### src/design/string_hash_bucket_index_defines.svh
// ----------------------------------------------------------------------------
// string_hash_bucket_index_defines.svh
// Assertion macros for the string hash bucket index block. The macros expect
// signals named clk and rst in the module that uses them.
// ----------------------------------------------------------------------------
`ifndef STRING_HASH_BUCKET_INDEX_DEFINES_SVH
`define STRING_HASH_BUCKET_INDEX_DEFINES_SVH

`ifndef SYNTHESIS

// Consequent holds in the same cycle as the antecedent.
`define SHBI_ASSERT_SAME(lbl, ante, cons, msg) \
  lbl: assert property (@(posedge clk) disable iff (rst) (ante) |-> (cons)) \
    else $error(msg);

// Consequent holds in the cycle after the antecedent.
`define SHBI_ASSERT_NEXT(lbl, ante, cons, msg) \
  lbl: assert property (@(posedge clk) disable iff (rst) (ante) |=> (cons)) \
    else $error(msg);

`else

`define SHBI_ASSERT_SAME(lbl, ante, cons, msg)
`define SHBI_ASSERT_NEXT(lbl, ante, cons, msg)

`endif

`endif

### src/design/shbi_pkg.sv
// ----------------------------------------------------------------------------
// shbi_pkg
// Shared types, codes and the CRC-32 byte step for the string hash block.
// ----------------------------------------------------------------------------
package shbi_pkg;

  localparam int HASH_W     = 64;
  localparam int CNT_W      = 17;
  localparam int IDX_W      = 16;
  localparam int MODE_W     = 3;
  localparam int CFG_IDX_W  = 1;
  localparam int CFG_DATA_W = 17;

  localparam logic [31:0] CRC_POLY = 32'hEDB88320;
  localparam logic [31:0] CRC_INIT = 32'hFFFFFFFF;

  // Hash mode codes
  localparam logic [MODE_W-1:0] MODE_FIRST = 3'd0;
  localparam logic [MODE_W-1:0] MODE_ZERO  = 3'd1;
  localparam logic [MODE_W-1:0] MODE_LEN   = 3'd2;
  localparam logic [MODE_W-1:0] MODE_SUM   = 3'd3;
  localparam logic [MODE_W-1:0] MODE_AVG   = 3'd4;
  localparam logic [MODE_W-1:0] MODE_ROR   = 3'd5;
  localparam logic [MODE_W-1:0] MODE_ROL   = 3'd6;
  localparam logic [MODE_W-1:0] MODE_CRC   = 3'd7;

  // Configuration register indexes
  localparam logic [CFG_IDX_W-1:0] REG_HASH_MODE    = 1'b0;
  localparam logic [CFG_IDX_W-1:0] REG_BUCKET_COUNT = 1'b1;

  localparam logic [MODE_W-1:0] HASH_MODE_RST    = MODE_CRC;
  localparam logic [CNT_W-1:0]  BUCKET_COUNT_RST = 17'd1024;

  // Controller to datapath
  typedef struct packed {
    logic fold;      // fold a key byte into the running state
    logic start;     // terminator taken: load divider, clear string state
    logic reload;    // quotient ready: reload divider for the modulo
    logic out_load;  // move the finished result into the output register
  } shbi_cmd_t;

  // Datapath to controller
  typedef struct packed {
    logic term_byte;  // incoming byte is the terminator
    logic quot_path;  // sum/length mode with a non-empty string
    logic div_busy;   // divider is iterating
  } shbi_sts_t;

  function automatic logic [31:0] crc32_byte(input logic [31:0] crc, input logic [7:0] b);
    logic [31:0] c;
    c = crc ^ {24'b0, b};
    for (int k = 0; k < 8; k++) begin
      c = c[0] ? ((c >> 1) ^ CRC_POLY) : (c >> 1);
    end
    return c;
  endfunction

endpackage

### src/design/shbi_div.sv
// ----------------------------------------------------------------------------
// shbi_div
// Restoring divider, one quotient bit per cycle over a 64-bit dividend.
// ----------------------------------------------------------------------------
module shbi_div #(
  parameter int DIV_W = 17
) (
  input  logic                        clk,
  input  logic                        rst,
  input  logic                        load,
  input  logic [shbi_pkg::HASH_W-1:0] dividend,
  input  logic [DIV_W-1:0]            divisor,
  output logic                        busy,
  output logic [shbi_pkg::HASH_W-1:0] quotient,
  output logic [DIV_W-1:0]            remainder
);

  localparam int STEP_W = $clog2(shbi_pkg::HASH_W);
  localparam logic [STEP_W-1:0] LAST_STEP = STEP_W'(shbi_pkg::HASH_W - 1);

  logic [shbi_pkg::HASH_W-1:0] quo;
  logic [DIV_W-1:0]            rem;
  logic [DIV_W-1:0]            dsr;
  logic [STEP_W-1:0]           step;
  logic [DIV_W:0]              shifted;
  logic [DIV_W:0]              trial;
  logic                        fits;

  always_comb begin
    shifted = {rem, quo[shbi_pkg::HASH_W-1]};
    trial   = shifted - {1'b0, dsr};
    fits    = !trial[DIV_W];
  end

  always_ff @(posedge clk) begin
    if (rst) begin
      busy <= 1'b0;
      step <= '0;
    end else if (load) begin
      busy <= 1'b1;
      step <= '0;
    end else if (busy) begin
      step <= step + 1'b1;
      if (step == LAST_STEP) begin
        busy <= 1'b0;
      end
    end
  end

  always_ff @(posedge clk) begin
    if (load) begin
      quo <= dividend;
      rem <= '0;
      dsr <= divisor;
    end else if (busy) begin
      rem <= fits ? trial[DIV_W-1:0] : shifted[DIV_W-1:0];
      quo <= {quo[shbi_pkg::HASH_W-2:0], fits};
    end
  end

  assign quotient  = quo;
  assign remainder = rem;

endmodule

### src/design/shbi_dp.sv
// ----------------------------------------------------------------------------
// shbi_dp
// Datapath: configuration registers, per-string hash state, divider and
// result register.
// ----------------------------------------------------------------------------
module shbi_dp #(
  parameter int LENGTH_BITS = 16,
  parameter int BUCKET_BITS = 16
) (
  input  logic                            clk,
  input  logic                            rst,
  input  logic                            cfg_write,
  input  logic [shbi_pkg::CFG_IDX_W-1:0]  cfg_index,
  input  logic [shbi_pkg::CFG_DATA_W-1:0] cfg_data,
  input  logic [7:0]                      data_byte,
  input  shbi_pkg::shbi_cmd_t             cmd,
  output shbi_pkg::shbi_sts_t             sts,
  output logic [shbi_pkg::HASH_W-1:0]     hash_value,
  output logic [shbi_pkg::IDX_W-1:0]      bucket_index
);

  localparam int SUM_W = LENGTH_BITS + 8;
  localparam int DIV_W = (LENGTH_BITS > shbi_pkg::CNT_W) ? LENGTH_BITS : shbi_pkg::CNT_W;
  localparam logic [32:0] CNT_MAX = 33'(1) << BUCKET_BITS;

  logic [shbi_pkg::MODE_W-1:0] hash_mode;
  logic [shbi_pkg::CNT_W-1:0]  bucket_count;
  logic [shbi_pkg::CNT_W-1:0]  eff_count;

  logic [31:0]                 crc_reg;
  logic [shbi_pkg::HASH_W-1:0] ror_reg;
  logic [shbi_pkg::HASH_W-1:0] rol_reg;
  logic [SUM_W-1:0]            byte_sum;
  logic [LENGTH_BITS-1:0]      char_count;
  logic [7:0]                  first_char;

  logic [SUM_W:0]              sum_add;
  logic [shbi_pkg::HASH_W-1:0] sel_hash;
  logic [shbi_pkg::HASH_W-1:0] hash_reg;

  logic                        div_load;
  logic [shbi_pkg::HASH_W-1:0] div_dividend;
  logic [DIV_W-1:0]            div_divisor;
  logic                        div_busy;
  logic [shbi_pkg::HASH_W-1:0] div_quo;
  logic [DIV_W-1:0]            div_rem;

  // Configuration
  always_ff @(posedge clk) begin
    if (rst) begin
      hash_mode    <= shbi_pkg::HASH_MODE_RST;
      bucket_count <= shbi_pkg::BUCKET_COUNT_RST;
    end else if (cfg_write) begin
      unique case (cfg_index)
        shbi_pkg::REG_HASH_MODE:    hash_mode    <= cfg_data[shbi_pkg::MODE_W-1:0];
        shbi_pkg::REG_BUCKET_COUNT: bucket_count <= cfg_data;
        default: ;
      endcase
    end
  end

  // Zero count means one bucket; clamp to the table size
  always_comb begin
    priority if (bucket_count == '0) begin
      eff_count = shbi_pkg::CNT_W'(1);
    end else if (33'(bucket_count) > CNT_MAX) begin
      eff_count = CNT_MAX[shbi_pkg::CNT_W-1:0];
    end else begin
      eff_count = bucket_count;
    end
  end

  assign sum_add = {1'b0, byte_sum} + (SUM_W + 1)'(data_byte);

  // Per-string state
  always_ff @(posedge clk) begin
    if (rst || cmd.start) begin
      crc_reg    <= shbi_pkg::CRC_INIT;
      ror_reg    <= '0;
      rol_reg    <= '0;
      byte_sum   <= '0;
      char_count <= '0;
      first_char <= '0;
    end else if (cmd.fold) begin
      if (char_count == '0) begin
        first_char <= data_byte;
      end
      if (char_count != '1) begin
        char_count <= char_count + 1'b1;
      end
      byte_sum <= sum_add[SUM_W] ? '1 : sum_add[SUM_W-1:0];
      ror_reg  <= {ror_reg[0], ror_reg[shbi_pkg::HASH_W-1:1]} ^ shbi_pkg::HASH_W'(data_byte);
      rol_reg  <= {rol_reg[shbi_pkg::HASH_W-2:0], rol_reg[shbi_pkg::HASH_W-1]}
                  ^ shbi_pkg::HASH_W'(data_byte);
      crc_reg  <= shbi_pkg::crc32_byte(crc_reg, data_byte);
    end
  end

  always_comb begin
    unique case (hash_mode)
      shbi_pkg::MODE_FIRST: sel_hash = shbi_pkg::HASH_W'(first_char);
      shbi_pkg::MODE_ZERO:  sel_hash = '0;
      shbi_pkg::MODE_LEN:   sel_hash = shbi_pkg::HASH_W'(char_count);
      shbi_pkg::MODE_SUM:   sel_hash = shbi_pkg::HASH_W'(byte_sum);
      shbi_pkg::MODE_AVG:   sel_hash = '0;
      shbi_pkg::MODE_ROR:   sel_hash = ror_reg;
      shbi_pkg::MODE_ROL:   sel_hash = rol_reg;
      shbi_pkg::MODE_CRC:   sel_hash = {32'b0, ~crc_reg};
      default:              sel_hash = '0;
    endcase
  end

  assign sts.term_byte = (data_byte == 8'd0);
  assign sts.quot_path = (hash_mode == shbi_pkg::MODE_AVG) && (char_count != '0);
  assign sts.div_busy  = div_busy;

  // Divider operand select
  always_comb begin
    div_load = cmd.start || cmd.reload;
    priority if (cmd.reload) begin
      div_dividend = div_quo;
      div_divisor  = DIV_W'(eff_count);
    end else if (sts.quot_path) begin
      div_dividend = shbi_pkg::HASH_W'(byte_sum);
      div_divisor  = DIV_W'(char_count);
    end else begin
      div_dividend = sel_hash;
      div_divisor  = DIV_W'(eff_count);
    end
  end

  shbi_div #(
    .DIV_W (DIV_W)
  ) u_div (
    .clk       (clk),
    .rst       (rst),
    .load      (div_load),
    .dividend  (div_dividend),
    .divisor   (div_divisor),
    .busy      (div_busy),
    .quotient  (div_quo),
    .remainder (div_rem)
  );

  // Hash of the string in flight, then the output register
  always_ff @(posedge clk) begin
    if (div_load) begin
      hash_reg <= div_dividend;
    end
    if (cmd.out_load) begin
      hash_value   <= hash_reg;
      bucket_index <= div_rem[shbi_pkg::IDX_W-1:0];
    end
  end

endmodule

### src/design/shbi_ctrl.sv
// ----------------------------------------------------------------------------
// shbi_ctrl
// Controller: input/output handshakes and sequencing of the divider passes.
// ----------------------------------------------------------------------------
`include "string_hash_bucket_index_defines.svh"

module shbi_ctrl (
  input  logic                clk,
  input  logic                rst,
  input  logic                in_valid,
  output logic                in_ready,
  output logic                out_valid,
  input  logic                out_ready,
  input  shbi_pkg::shbi_sts_t sts,
  output shbi_pkg::shbi_cmd_t cmd
);

  localparam logic [1:0] ST_IDLE = 2'd0;
  localparam logic [1:0] ST_QUOT = 2'd1;
  localparam logic [1:0] ST_MOD  = 2'd2;

  logic [1:0] state;
  logic [1:0] state_next;
  logic       accept;
  logic       out_free;

  assign in_ready = (state == ST_IDLE);
  assign accept   = in_valid && in_ready;
  assign out_free = !out_valid || out_ready;

  always_comb begin
    state_next   = state;
    cmd.fold     = accept && !sts.term_byte;
    cmd.start    = accept && sts.term_byte;
    cmd.reload   = 1'b0;
    cmd.out_load = 1'b0;
    unique case (state)
      ST_IDLE: begin
        if (cmd.start) begin
          state_next = sts.quot_path ? ST_QUOT : ST_MOD;
        end
      end
      ST_QUOT: begin
        if (!sts.div_busy) begin
          cmd.reload = 1'b1;
          state_next = ST_MOD;
        end
      end
      ST_MOD: begin
        if (!sts.div_busy && out_free) begin
          cmd.out_load = 1'b1;
          state_next   = ST_IDLE;
        end
      end
      default: state_next = ST_IDLE;
    endcase
  end

  always_ff @(posedge clk) begin
    if (rst) begin
      state     <= ST_IDLE;
      out_valid <= 1'b0;
    end else begin
      state <= state_next;
      if (cmd.out_load) begin
        out_valid <= 1'b1;
      end else if (out_ready) begin
        out_valid <= 1'b0;
      end
    end
  end

  `SHBI_ASSERT_SAME(a_idle_div_quiet, state == ST_IDLE, !sts.div_busy, "divider busy while idle")
  `SHBI_ASSERT_SAME(a_no_overwrite, cmd.out_load, !out_valid || out_ready, "result overwritten")
  `SHBI_ASSERT_NEXT(a_term_leaves_idle, cmd.start, state != ST_IDLE, "terminator not processed")
  `SHBI_ASSERT_NEXT(a_reload_busy, cmd.reload, sts.div_busy, "modulo pass did not start")

endmodule

### src/design/string_hash_bucket_index.sv
// ----------------------------------------------------------------------------
// string_hash_bucket_index
// Streams a key one byte per beat and returns its hash and bucket index.
// ----------------------------------------------------------------------------
// A key arrives one byte per input beat; a zero byte ends it. Non-zero bytes
// fold into the running state of every hash mode as they are taken, so a key
// streams in at one byte per clock while the block is idle. The terminator
// produces one output beat with hash_value (the hash in the mode chosen by
// hash_mode) and bucket_index (hash_value modulo bucket_count, where a count
// of zero acts as one and a count above 2^BUCKET_BITS is clamped). The
// remainder comes from a shared restoring divider that retires one bit per
// cycle over the 64-bit hash, and the input stays stalled after the terminator
// while it divides and until the output register is loaded; in sum/length
// mode with a non-empty key the same divider first forms the quotient. A
// finished result sits in an output register, and the next key's bytes are
// taken while it waits; a following terminator is taken, and the input then
// holds until that register is free. hash_mode and bucket_count are written
// through cfg_write/cfg_index/cfg_data; the user must write them only while
// the block is idle, as the block itself does not enforce this.
// ----------------------------------------------------------------------------
module string_hash_bucket_index #(
  parameter int LENGTH_BITS = 16,
  parameter int BUCKET_BITS = 16
) (
  input  logic                            clk,
  input  logic                            rst,
  // Configuration write port
  input  logic                            cfg_write,
  input  logic [shbi_pkg::CFG_IDX_W-1:0]  cfg_index,
  input  logic [shbi_pkg::CFG_DATA_W-1:0] cfg_data,
  // Key byte input
  input  logic                            in_valid,
  output logic                            in_ready,
  input  logic [7:0]                      data_byte,
  // Result output
  output logic                            out_valid,
  input  logic                            out_ready,
  output logic [shbi_pkg::HASH_W-1:0]     hash_value,
  output logic [shbi_pkg::IDX_W-1:0]      bucket_index
);

  shbi_pkg::shbi_cmd_t cmd;
  shbi_pkg::shbi_sts_t sts;

  // Sequencing: handshakes, divider passes, output load
  shbi_ctrl u_ctrl (
    .clk       (clk),
    .rst       (rst),
    .in_valid  (in_valid),
    .in_ready  (in_ready),
    .out_valid (out_valid),
    .out_ready (out_ready),
    .sts       (sts),
    .cmd       (cmd)
  );

  // Hash state, divider and result register
  shbi_dp #(
    .LENGTH_BITS (LENGTH_BITS),
    .BUCKET_BITS (BUCKET_BITS)
  ) u_dp (
    .clk          (clk),
    .rst          (rst),
    .cfg_write    (cfg_write),
    .cfg_index    (cfg_index),
    .cfg_data     (cfg_data),
    .data_byte    (data_byte),
    .cmd          (cmd),
    .sts          (sts),
    .hash_value   (hash_value),
    .bucket_index (bucket_index)
  );

endmodule

### config.mk
export PLATFORM = sky130hd
export DESIGN_NAME = string_hash_bucket_index
export DESIGN_NICKNAME = d
export VERILOG_FILES = /design/src/design/shbi_pkg.sv /design/src/design/shbi_div.sv /design/src/design/shbi_dp.sv /design/src/design/shbi_ctrl.sv /design/src/design/string_hash_bucket_index.sv
export VERILOG_INCLUDE_DIRS = /design/src /design/src/design
export SDC_FILE = /design/constraint.sdc
export NUM_CORES = 1
export LEC_CHECK = 0
export ABC_AREA = 1
export ABC_CLOCK_PERIOD_IN_PS = 10300
export BUFFER_PORTS_ARGS = -buffer_cell sky130_fd_sc_hd__buf_4
export CAP_MARGIN = 20
export CORE_MARGIN = 2
export CORE_UTILIZATION = 45
export CTS_BUF_LIST = sky130_fd_sc_hd__clkbuf_4 sky130_fd_sc_hd__clkbuf_8
export DETAILED_ROUTE_END_ITERATION = 10
export PLACE_DENSITY_LB_ADDON = 0.08
export SLEW_MARGIN = 20
export SYNTH_ARGS = -nofsm -noshare
export SYNTH_HDL_FRONTEND = slang
export SYNTH_SLANG_ARGS = --single-unit
### constraint.sdc
create_clock -name clk -period 10.3 [get_ports clk]
set_input_delay 2.575 -clock clk [delete_from_list [all_inputs] [get_ports clk]]
set_output_delay 2.575 -clock clk [all_outputs]
set_load 0.01 [all_outputs]
==> flow_summary.ini <==
[power]
p_clk_share_pct = 39.3
sw_frac_of_total_pct = 27.11
power.density_nw_per_um2 = 172.2
p_sw_w = 0.001174
leakagePower_nw = 10.31
p_seq_share_pct = 49.1
total_power_w = 0.004329
power_frac_comb_pct = 11.7
irDropWorstVdd_uv = 82.07
p_int_w = 0.003155

[detailed_routing]
routedWlPerCell_um = 16.67
drtPass1Iterations = 5
drt-initial-drc-count = 1387
drc_errors = 0
antenna_left = 0
vias_per_cell = 5.170
wl_um = 57830
vias = 17930

[sta]
rsz0062_at_grt = no
fin_worst_skew_ns = 0.01749
slew-limit-headroom_pct = 31.85
period_minus_slack_ns = 6.060
period_share_pct = 58.84
tightest_slew_ns = 1.022
fmax_ghz = 0.1650
setup_tns_ns = 0
finalSetupViolations = 0
hold_violations = 0
setup_ws_ns = 4.240
slew_violations = 0

[clocking]
cts_sinks = 480
insertion_delay_ns = 0.66
post_cts_resized = 0
cts.reportedPaths.clkPinSlew_ns = 0.06
cts_buffers = 81
cts_tree = built
cts_setup_buffers = 0
clock-root-buffer = clkbuf_8
cts_htree_levels = 3
clk_path_buf_depth = 3
holdBufCountCts = 0

[synthesis]
synth_compound_area_share_pct = 14.54
ys.flop_type = dfxtp_1
yosys.area_share.simple_pct = 18.57
yosys.area_share.adder_pct = 1.755
synth_top_family_by_area = simple AND/OR/NAND/NOR gates
synth.largest_area_cell = edfxtp_1
synth_cells = 2642
yosys-top-cells-area = edfxtp_1 30%, dfxtp_1 23%, nand2_1 9.9%, inv_1 5.4%, a21oi_1 5.2%
synth_xor_area_share_pct = 3.680
synth_nets = 2703
seq_area_frac_synth_pct = 53.34
ys_warn_count = 0
syn_area_sq_um = 22240
synth-edff-count = 225
synth_top_area_share_pct = 30.38
ys_async_sr_fraction_pct = 0
muxShareOfSynthArea_pct = 0
syn_avg_cell_area_sq_um = 8.417
synth_cell_type_count = 47
ys_ff_latch = 480

[critical_path]
critPathRequiredTime_ns = 10.80
rrSetupSlack_ns = 5.59
crit_type = primary input to register
end_kind = register
cp-startpoint = in_valid
reg2reg_depth = 10
arrival_ns = 6.56
cp-start-kind = primary input
cp_max_fo = 109
r2r_end = u_dp.first_char[1]
r2r_start = u_ctrl.state[1]

[floorplan]
die-area_sq_um = 51210
core_area_sq_um = 48850
ios = 113
die_h_um = 226.3
rows = 81
initial_core_util_pct = 45.52
die_w_um = 226.3

[place]
place.gp.congestion = 0.8751
dp_slack_ns = 3.633
dpl_cell_area_sq_um = 23510
hpwl_um = 39000
port_buffers = 112
dp_cells = 3316

[min_path]
min_from = u_dp.hash_reg[18]
min_to = u_dp.hash_value[18]
hold_class = register to register
whs_path_depth = 0

[run]
max-cap-violations = 0

[finish]
final_net_count = 2796
final_cells = 3468
finalInstanceArea_sq_um = 25140
areaGrowthSynthToFinish_pct = 13.07
drive_gt1_share_pct = 11.38
diodes = 0

[global_routing]
track_usage_pct = 22.91
antenna_found_initial = 0
grt_overflow = 0
first_global_vias = 17340
grt_first_pass_wirelength_um = 92970
grt_max_degree = 110

[outcome]
status = complete, no violations
-- cell usage in the layout, fill, tap and decap left out, drive strengths merged, types with 23 or more instances in the layout --
cell type / count
nand2: 603
inv: 331
o22ai: 43
dfxtp: 255
edfxtp: 225
o21ai: 302
ha: 28
clkbuf: 121
a21oi: 235
xor2: 52
clkinv: 29
nand3: 155
nand4: 27
nor2: 146
xnor2: 38
buf: 128
nor3: 23
-- cells by family after synthesis --
family	Yosys count
AOI/OAI and AO/OA	614
adders and majority gates	30
DFF	480
and+or+nand+nor	978
buffers and inverters	450
xor gates and xnor gates	90
-- power by group through the flow --
stage | registers (W) | clock network (W) | logic (W)
2_1_floorplan | 0.00214 | 0 | 0.000376
3_3_place_gp | 0.00216 | 0 | 0.000493
3_5_place_dp | 0.00216 | 0 | 0.000499
4_1_cts | 0.00212 | 0.00176 | 0.000503
5_1_grt | 0.00213 | 0.00183 | 0.000567
6_report | 0.00212 | 0.00170 | 0.000505
-- worst max path at each step --
| stage | cells after the start | to | slack, ns |
|---|---|---|---|
| after floorplan | 2 | u_dp.bucket_index[0] | 1.53 |
| after global placement | 10 | u_dp.byte_sum[5] | 3.74 |
| after detailed placement | 10 | u_dp.first_char[1] | 3.63 |
| after CTS | 10 | u_dp.first_char[1] | 4.33 |
| after global routing | 10 | u_dp.ror_reg[3] | 3.91 |
| final | 10 | u_dp.first_char[1] | 4.24 |
-- critical path: stages --
cell and delay [ns]:
buf_4 0.11, nand2_4 0.22, inv_4 0.82, nand2_2 0.26, nand2_2 0.11, buf_4 0.54
clkinv_2 0.87, buf_4 0.67, o21ai_0 0.20, a21oi_1 0.06
-- Yosys cell counts, types with 14 or more instances --
cell,count
nor2_1,139
nand4_1,27
nand2_1,587
nand2_2,14
o21ai_0,226
nand3_1,155
xor2_1,51
clkbuf_1,58
buf_2,43
inv_1,320
xnor2_1,35
nor3_1,22
o22ai_1,43
edfxtp_1,225
dfxtp_1,255
a21oi_1,233
o21ai_1,74
ha_1,28
-- routing by layer --
metal  up-vias  GRT usage (%)  wire length [um]
met4         0          7.810              1358
met2       422          35.77             26030
li1       8993              -                 -
met5         -              0                 0
met3        91          3.201              2747
met1      8423          32.71             27690
-- layout make-up --
cell class	count	area, sq um
clock buffers	121	1471
clock inverters	31	158.9
fillers	4777	23710
inverters	332	1252
multi-input cells	1712	8608
flip-flops and latches	480	11860
well taps	664	830.8
repair buffers	128	960.9
-- per-stage QoR --
stage / hold WS (ns) / util (%)
finish: 0.4166 / 51.47
global route: 0.4196 / 51.47
CTS: 0.4188 / 51.47
detailed placement: 0.4045 / 48.14
global placement: 0.4028 / 48.14
floorplan: 0.4003 / -
(Power assumes the default switching activity.)
